### config.mk
export PLATFORM = sky130hd
export DESIGN_NAME = rle_tile_palette_remap
export DESIGN_NICKNAME = d
export VERILOG_FILES = /design/src/rtl/core/rtpr_pkg.sv /design/src/rtl/core/rtpr_palette_mem.sv /design/src/rtl/core/rtpr_run_ctrl.sv /design/src/rtl/core/rle_tile_palette_remap.sv
export SDC_FILE = /design/constraint.sdc
export NUM_CORES = 2
export LEC_CHECK = 0
export BUFFER_PORTS_ARGS = -buffer_cell sky130_fd_sc_hd__buf_2
export CORE_MARGIN = 3
export CORE_UTILIZATION = 40
export DETAILED_ROUTE_END_ITERATION = 10
export HOLD_SLACK_MARGIN = 0.03
export PLACE_DENSITY = 0.56
export SLEW_MARGIN = 5
export SYNTH_ARGS = -nofsm -noshare
export SYNTH_HDL_FRONTEND = slang
export SYNTH_SLANG_ARGS = --single-unit
### constraint.sdc
create_clock -name clk -period 4.35 [get_ports clk]
set_input_delay 0.2175 -clock clk [delete_from_list [all_inputs] [get_ports clk]]
set_output_delay 0.2175 -clock clk [all_outputs]
set_load 0.02 [all_outputs]
### src/rtl/core/rtpr_pkg.sv
`timescale 1ns / 1ps
// ----------------------------------------------------------------------------
// rtpr_pkg
// Shared types and constants for the tile palette remap block.
// ----------------------------------------------------------------------------
package rtpr_pkg;

	localparam int unsigned BYTE_W  = 8;
	localparam int unsigned INDEX_W = 8;
	localparam int unsigned LIT_W   = 7;
	localparam int unsigned WIDTH_W = 6;
	localparam int unsigned ROW_W   = 5;

	// input word kinds
	localparam logic MODE_TABLE_WRITE = 1'b0;
	localparam logic MODE_FRAME_BYTE  = 1'b1;

	// per-word flags from the run controller
	typedef struct packed {
		logic map_pixel;
		logic is_control;
		logic row_end;
		logic frame_end;
	} rtpr_flags_t;

endpackage

### src/rtl/core/rtpr_palette_mem.sv
`timescale 1ns / 1ps
// ----------------------------------------------------------------------------
// rtpr_palette_mem
// 256 x 8 palette table, one write port and one registered read port.
// ----------------------------------------------------------------------------
module rtpr_palette_mem (
	input  logic                      clk,
	input  logic                      we,
	input  logic [rtpr_pkg::INDEX_W-1:0] waddr,
	input  logic [rtpr_pkg::BYTE_W-1:0]  wdata,
	input  logic                      re,
	input  logic [rtpr_pkg::INDEX_W-1:0] raddr,
	output logic [rtpr_pkg::BYTE_W-1:0]  rdata
);
	import rtpr_pkg::*;

	localparam int unsigned DEPTH = 1 << INDEX_W;

	logic [BYTE_W-1:0] mem [DEPTH];

	// write port
	always_ff @(posedge clk) begin
		if (we) begin
			mem[waddr] <= wdata;
		end
	end

	// read port, data held while not enabled
	always_ff @(posedge clk) begin
		if (re) begin
			rdata <= mem[raddr];
		end
	end

endmodule

### src/rtl/core/rtpr_run_ctrl.sv
`timescale 1ns / 1ps
// ----------------------------------------------------------------------------
// rtpr_run_ctrl
// Run-length decode and row/frame position tracking for transparent tiles.
// ----------------------------------------------------------------------------
module rtpr_run_ctrl #(
	parameter int unsigned FRAME_WIDTH  = 32,
	parameter int unsigned FRAME_HEIGHT = 32
) (
	input  logic                       clk,
	input  logic                       arst_n,
	input  logic                       step,
	input  logic                       transparent,
	input  logic [rtpr_pkg::BYTE_W-1:0] data,
	output rtpr_pkg::rtpr_flags_t      flags
);
	import rtpr_pkg::*;

	localparam logic [WIDTH_W-1:0] WIDTH_RELOAD = WIDTH_W'(FRAME_WIDTH);
	localparam logic [ROW_W:0]     HEIGHT_LIM   = (ROW_W + 1)'(FRAME_HEIGHT);

	logic [LIT_W-1:0]   literal_q, literal_n;
	logic [WIDTH_W-1:0] width_q, width_n;
	logic [ROW_W-1:0]   row_q, row_n;

	logic [WIDTH_W-1:0] len;
	logic [BYTE_W-1:0]  skip;
	logic [ROW_W:0]     row_inc;

	// decode of one frame word
	always_comb begin
		flags     = '0;
		literal_n = literal_q;
		width_n   = width_q;
		row_n     = row_q;
		len       = '0;
		skip      = BYTE_W'(-data);
		row_inc   = {1'b0, row_q} + (ROW_W + 1)'(1);
		if (!transparent) begin
			flags.map_pixel = 1'b1;
		end else begin
			if (literal_q != '0) begin
				flags.map_pixel = 1'b1;
				literal_n       = literal_q - LIT_W'(1);
			end else begin
				flags.is_control = 1'b1;
				if (data != '0 && !data[BYTE_W-1]) begin
					// literal run, clamped to the row
					if (data[LIT_W-1:0] > {1'b0, width_q}) begin
						len = width_q;
					end else begin
						len = data[WIDTH_W-1:0];
					end
					literal_n = {1'b0, len};
					width_n   = width_q - len;
				end else if (data[BYTE_W-1]) begin
					// skip run, clamped to the row
					if (skip > {2'b00, width_q}) begin
						len = width_q;
					end else begin
						len = skip[WIDTH_W-1:0];
					end
					width_n = width_q - len;
				end
			end
			// row and frame wrap
			if (literal_n == '0 && width_n == '0) begin
				flags.row_end = 1'b1;
				width_n       = WIDTH_RELOAD;
				if (row_inc >= HEIGHT_LIM) begin
					flags.frame_end = 1'b1;
					row_n           = '0;
				end else begin
					row_n = row_inc[ROW_W-1:0];
				end
			end
		end
	end

	// counter registers
	always_ff @(posedge clk or negedge arst_n) begin
		if (!arst_n) begin
			literal_q <= '0;
			width_q   <= WIDTH_RELOAD;
			row_q     <= '0;
		end else if (step && transparent) begin
			literal_q <= literal_n;
			width_q   <= width_n;
			row_q     <= row_n;
		end
	end

endmodule

### src/rtl/core/rle_tile_palette_remap.sv
`timescale 1ns / 1ps
// ----------------------------------------------------------------------------
// rle_tile_palette_remap
// Palette remap of tile bytes with optional run-length transparent decode.
// ----------------------------------------------------------------------------
// path: a frame word passes the read stage and then the output register
// throughput: one word per cycle unless stalled, set by the single read port
// a two-entry pipe (read stage plus output register) keeps input flowing
// while a result waits on a stalled output
// reset clears the literal and row counters, reloads the width counter and
// clears mode register and valid flags; palette contents undefined until written
module rle_tile_palette_remap #(
	parameter int unsigned FRAME_WIDTH  = 32,
	parameter int unsigned FRAME_HEIGHT = 32
) (
	input  logic                        clk,
	input  logic                        arst_n,
	input  logic                        cfg_valid,
	output logic                        cfg_ready,
	input  logic                        cfg_data,
	input  logic                        in_valid,
	output logic                        in_stall,
	input  logic                        mode,
	input  logic [rtpr_pkg::INDEX_W-1:0] table_index,
	input  logic [rtpr_pkg::BYTE_W-1:0]  table_value,
	input  logic [rtpr_pkg::BYTE_W-1:0]  data_byte,
	output logic                        out_valid,
	input  logic                        out_stall,
	output logic [rtpr_pkg::BYTE_W-1:0]  out_byte,
	output logic                        is_control,
	output logic                        row_end,
	output logic                        frame_end
);
	import rtpr_pkg::*;

	logic              transparent_q;
	logic              accept, frame_word, advance;
	rtpr_flags_t       flags;
	logic [BYTE_W-1:0] rdata;

	logic              valid_s1, valid_s2;
	rtpr_flags_t       flags_s1;
	logic [BYTE_W-1:0] data_s1;
	logic [BYTE_W-1:0] byte_s2;
	logic              ctl_s2, rend_s2, fend_s2;

	// mode register
	assign cfg_ready = 1'b1;

	always_ff @(posedge clk or negedge arst_n) begin
		if (!arst_n) begin
			transparent_q <= 1'b0;
		end else if (cfg_valid && cfg_ready) begin
			transparent_q <= cfg_data;
		end
	end

	// input handshake
	assign advance    = valid_s1 && (!valid_s2 || !out_stall);
	assign in_stall   = valid_s1 && !advance;
	assign accept     = in_valid && !in_stall;
	assign frame_word = accept && (mode == MODE_FRAME_BYTE);

	// palette table
	rtpr_palette_mem u_mem (
		.clk   (clk),
		.we    (accept && (mode == MODE_TABLE_WRITE)),
		.waddr (table_index),
		.wdata (table_value),
		.re    (frame_word),
		.raddr (data_byte),
		.rdata (rdata)
	);

	// run and position control
	rtpr_run_ctrl #(
		.FRAME_WIDTH  (FRAME_WIDTH),
		.FRAME_HEIGHT (FRAME_HEIGHT)
	) u_ctrl (
		.clk         (clk),
		.arst_n      (arst_n),
		.step        (frame_word),
		.transparent (transparent_q),
		.data        (data_byte),
		.flags       (flags)
	);

	// read stage
	always_ff @(posedge clk or negedge arst_n) begin
		if (!arst_n) begin
			valid_s1 <= 1'b0;
		end else if (accept) begin
			valid_s1 <= (mode == MODE_FRAME_BYTE);
		end else if (advance) begin
			valid_s1 <= 1'b0;
		end
	end

	always_ff @(posedge clk) begin
		if (frame_word) begin
			flags_s1 <= flags;
			data_s1  <= data_byte;
		end
	end

	// output register
	always_ff @(posedge clk or negedge arst_n) begin
		if (!arst_n) begin
			valid_s2 <= 1'b0;
		end else if (advance) begin
			valid_s2 <= 1'b1;
		end else if (!out_stall) begin
			valid_s2 <= 1'b0;
		end
	end

	always_ff @(posedge clk) begin
		if (advance) begin
			byte_s2 <= flags_s1.map_pixel ? rdata : data_s1;
			ctl_s2  <= flags_s1.is_control;
			rend_s2 <= flags_s1.row_end;
			fend_s2 <= flags_s1.frame_end;
		end
	end

	assign out_valid  = valid_s2;
	assign out_byte   = byte_s2;
	assign is_control = ctl_s2;
	assign row_end    = rend_s2;
	assign frame_end  = fend_s2;

`ifndef SYNTHESIS
	// a frame end is always also a row end
	a_frame_implies_row: assert property (@(posedge clk) disable iff (!arst_n)
		out_valid |-> (!frame_end || row_end))
		else $error("frame_end without row_end");

	// input only stalls behind a held read stage
	a_stall_only_when_full: assert property (@(posedge clk) disable iff (!arst_n)
		in_stall |-> (valid_s1 && valid_s2 && out_stall))
		else $error("input stalled with room in the pipe");

	// a table write never produces a result word
	a_table_write_silent: assert property (@(posedge clk) disable iff (!arst_n)
		(in_valid && !in_stall && mode == MODE_TABLE_WRITE) |=> !valid_s1)
		else $error("table write created a result");

	// a mapped pixel never carries the control flag
	a_pixel_not_control: assert property (@(posedge clk) disable iff (!arst_n)
		valid_s1 |-> !(flags_s1.map_pixel && flags_s1.is_control))
		else $error("word flagged both pixel and control");
`endif

endmodule
==> metrics.md <==
| Metric | Value |
|---|---|
| Register area share after synthesis | `0.7641` |
| Pre-antenna DRT Iters | `5` |
| First-pass GRT wire length | `291500 um` |
| Most frequent CP cell | `inv_1` |
| Share of layout cells above drive strength 1 | `0.2984` |
| Area Growth Syn to Fin | `13.99%` |
| Crit path max fanout | `5` |
| Max cap viols | `0` |
| H-tree depth reported by CTS | `4` |
| Dpl ws | `-300.2 ps` |
| Register area | `62960 um^2` |
| Yosys Warn Count | `0` |
| Nature of the critical path startpoint | `flip-flop` |
| Top_reg_cell synth | `edfxtp_1` |
| Cell Chain, Critical Path | `inv_1, ha_1, a211oi_2, nand2_1, o21ai_2, mux2i_1, buf_4, inv_1, fa_1, xnor2_1, and3_1, o31ai_2, nor4b_4, nand4_4, nor3_4, mux2_4` |
| Largest net degree at the start of global routing | `134` |
| End-of-flow core utilization | `0.4614` |
| Clock sink total | `2100` |
| Routed Antenna Nets | `0` |
| Yosys cell types | `73` |
| Initial core utilization | `0.4048` |
| Setup TNS | `0 ps` |
| Vias in the first global route | `39550` |
| GRT Resource Usage Total | `0.1917` |
| RePlAce Congestion | `0.8048` |
| Total gr overflow | `0` |
| Root Buffer | `clkbuf_16` |
| Clock Tree Buf Depth | `3` |
| Final setup margin | `257.1 ps` |
| CP Capture Type | `flip-flop` |
| Nets | `3970` |
| Leak pwr | `29.06 nW` |
| Crit path time final | `4093 ps` |
| Final period utilization | `0.9409` |
| Worst-skew pair later-pin latency | `840 ps` |
| Final hold vios | `0` |
| DR iter-0 viols | `3734` |
| Die X | `459.9 um` |
| Initial antenna violation count | `15` |
| Drt total wl | `200900 um` |
| Worst relative slew slack | `0.2039` |
| Avg Cell Area, Syn | `22.45 um^2` |
| HPWL Detailed | `118300 um` |
| Row Count | `165` |
| Slowest cell on the critical path | `dfstp_2` |
| Max Transition Viols Final | `0` |
| WL per Instance | `29.67 um` |
| Die height | `459.9 um` |
| Status | `completed` |
| I/O pin count | `45` |
| Multi-input gate area | `18640 um^2` |
| Unrepaired setup endpoints after global routing | `no` |
| CTS tree | `built` |
| Remaining routing DRC violations | `0` |
| Worst Path Required | `5030 ps` |
| Die ar. | `211500 um^2` |
| CP Data Arrival Time | `4770 ps` |
| Setup Crit Path Kind | `reg2reg` |
| Worst min-delay path class | `in2reg` |
| Routed vias/inst | `5.636` |
| Via count | `38170` |
| Cell area after synthesis | `82400 um^2` |
| Core area | `203600 um^2` |
| CP max stage delay | `530 ps` |
| Clock transition at path regs | `60 ps` |
| Max Freq | `244.3 MHz` |
| Pwr dens | `467.2 nW/um^2` |
| Synthesized instance count | `3670` |
| Input/output buffers | `43` |
| Worst-margin pin slew | `1190 ps` |
| Async set-reset flop share out of synthesis | `0.01000` |
| Setup-failing EPs final | `0` |
| #FFs+latches synth | `2100` |
| Num CTS Buffers | `212` |
| Syn Nets | `3728` |
| Total power | `0.04388 W` |
| Setup Skew | `51.65 ps` |
| R2R setup slack | `260 ps` |
| Peak VDD IR | `0.3933 mV` |
| Post-synth EDFFs | `2079` |
| FILL cells | `16740` |
-- path summary, 6_finish.rpt --
path,from,to,cells past startpoint
worst max-delay path,u_ctrl.width_q[5]$_DFFE_PN1P_,u_ctrl.row_q[1]$_DFFE_PN0P_,16
worst min-delay path,table_value[0],u_mem.mem[54][0]$_DFFE_PP_,1
worst max register to register,u_ctrl.width_q[5]$_DFFE_PN1P_,u_ctrl.row_q[1]$_DFFE_PN0P_,16
worst min register to register,flags_s1[1]$_SDFFCE_PN0P_,row_end$_DFFE_PP_,0
max in group asynchronous,arst_n,u_ctrl.literal_q[2]$_DFFE_PN0P_,4
min in group asynchronous,arst_n,valid_s1$_DFFE_PN0P_,4
-- cells in the mapped netlist (6+ instances only) --
cell,n,area [um^2]
a211oi_1,12,90.09
a21oi_1,31,155.2
a31oi_1,9,56.30
and3_1,8,50.05
buf_1,47,176.4
buf_2,36,180.2
clkbuf_1,119,446.7
dfrtp_1,20,500.5
edfxtp_1,2079,62430
ha_1,25,312.8
inv_1,16,60.06
mux2_2,17,191.4
mux2i_1,40,400.4
mux4_2,642,14460
nand2_1,72,270.3
nand3_1,25,125.1
nor2_1,291,1092
nor2b_1,14,87.58
nor3_1,14,70.07
o211ai_1,7,52.55
o21a_1,6,45.04
o21ai_0,26,130.1
o221ai_1,12,105.1
o22ai_1,9,56.30
xnor2_1,11,96.34
-- cell usage in the layout, fill, tap and decap left out, types with 11 or more instances in the layout --
cell type / netlist / routed
nand3_1: 25 / 19
nand2_1: 72 / 63
nor2b_1: 14 / 14
clkbuf_1: 119 / 44
mux2i_1: 40 / 40
ha_1: 25 / 23
clkbuf_8: 0 / 14
inv_1: 16 / 14
buf_12: 0 / 15
bufinv_16: 0 / 22
mux2_2: 17 / 17
xnor2_1: 11 / 11
buf_2: 36 / 30
mux4_2: 642 / 642
dlygate4sd3_1: 0 / 11
clkbuf_16: 0 / 214
diode_2: 0 / 11
dfrtp_1: 20 / 20
o21ai_0: 26 / 24
clkinv_1: 3 / 56
o221ai_1: 12 / 12
edfxtp_1: 2079 / 2079
buf_4: 3 / 165
nor2_1: 291 / 291
nor3_1: 14 / 14
clkinv_2: 0 / 34
a21oi_1: 31 / 29
-- repair_timing --
item | 4_1_cts | 5_1_grt
setup endpoints to repair | 0 | 8
hold endpoints to repair | 100 | 0
hold buffers | 12 | 0
setup buffers | 0 | 0
resized for setup | 0 | 6
-- registers in the layout, summed over array words and instances (netlist names) --
signal,count
transparent_q,1
u_mem.mem,2048
u_mem.rdata,8
out_valid,1
out_byte,8
is_control,1
row_end,1
u_ctrl.row_q,5
u_ctrl.width_q,6
u_ctrl.literal_q,7
valid_s1,1
frame_end,1
flags_s1,4
data_s1,8
-- per-layer routing --
metal  part of all wire  vias up  track usage  routed length, um
met1               0.42    20640       0.2677              84550
met5            0.00017        -            0                 35
met2               0.48     1237       0.3040              97110
met3              0.071      274      0.04522              14350
met4              0.024        6      0.05173               4889
li1                   -    16010            -                  -
-- metrics by stage --
stage                     cells  instance area [um^2]  hold slack, ps
after detailed placement   6358                 86830           238.7
final                      6772                 93920           64.96
after CTS                  6761                 93870           48.44
after global routing       6763                 93900           96.13
after floorplan            3670                 82510          -78.09
after global placement     6358                 86830           231.1
-- area by class of cell --
| class | count | area share |
|---|---|---|
| diodes | 11 | 0.0002931 |
| inverters | 19 | 0.0007860 |
| multi-input cells | 1345 | 0.1984 |
| clock inverters | 127 | 0.01388 |
| flip-flops and latches | 2100 | 0.6703 |
| clock buffers | 264 | 0.05965 |
| repair buffers | 234 | 0.02105 |
| well taps | 2672 | 0.03560 |
-- cell families after synthesis --
kind of cell	count (synthesis)	synth area share
flip-flops	2100	0.7641
multiplexers	701	0.1830
AND/OR/NAND/NOR	457	0.02410
buffers and inverters	225	0.01102
AO/OA/AOI/OAI	143	0.01163
adder cells (fa/ha/maj)	27	0.004282
XOR/XNOR	16	0.001868
other	1	0.00004551
-- where the power goes --
| group | switching [W] | leakage [nW] | internal [W] |
|---|---|---|---|
| logic | 0.00198 | 6.74 | 0.00140 |
| clock network | 0.00764 | 3.37 | 0.0104 |
| registers | 0.0000812 | 19.0 | 0.0223 |
-- worst max-delay path, delay by kind of cell (launching register included) --
family	cells	cell delay (ps)
AOI/OAI and AO/OA	3	670
xor gates and xnor gates	1	140
adders and majority gates	2	740
buffers and inverters	3	290
DFF	1	530
muxes	2	510
and+or+nand+nor	5	1020
(Power assumes the default switching activity.)
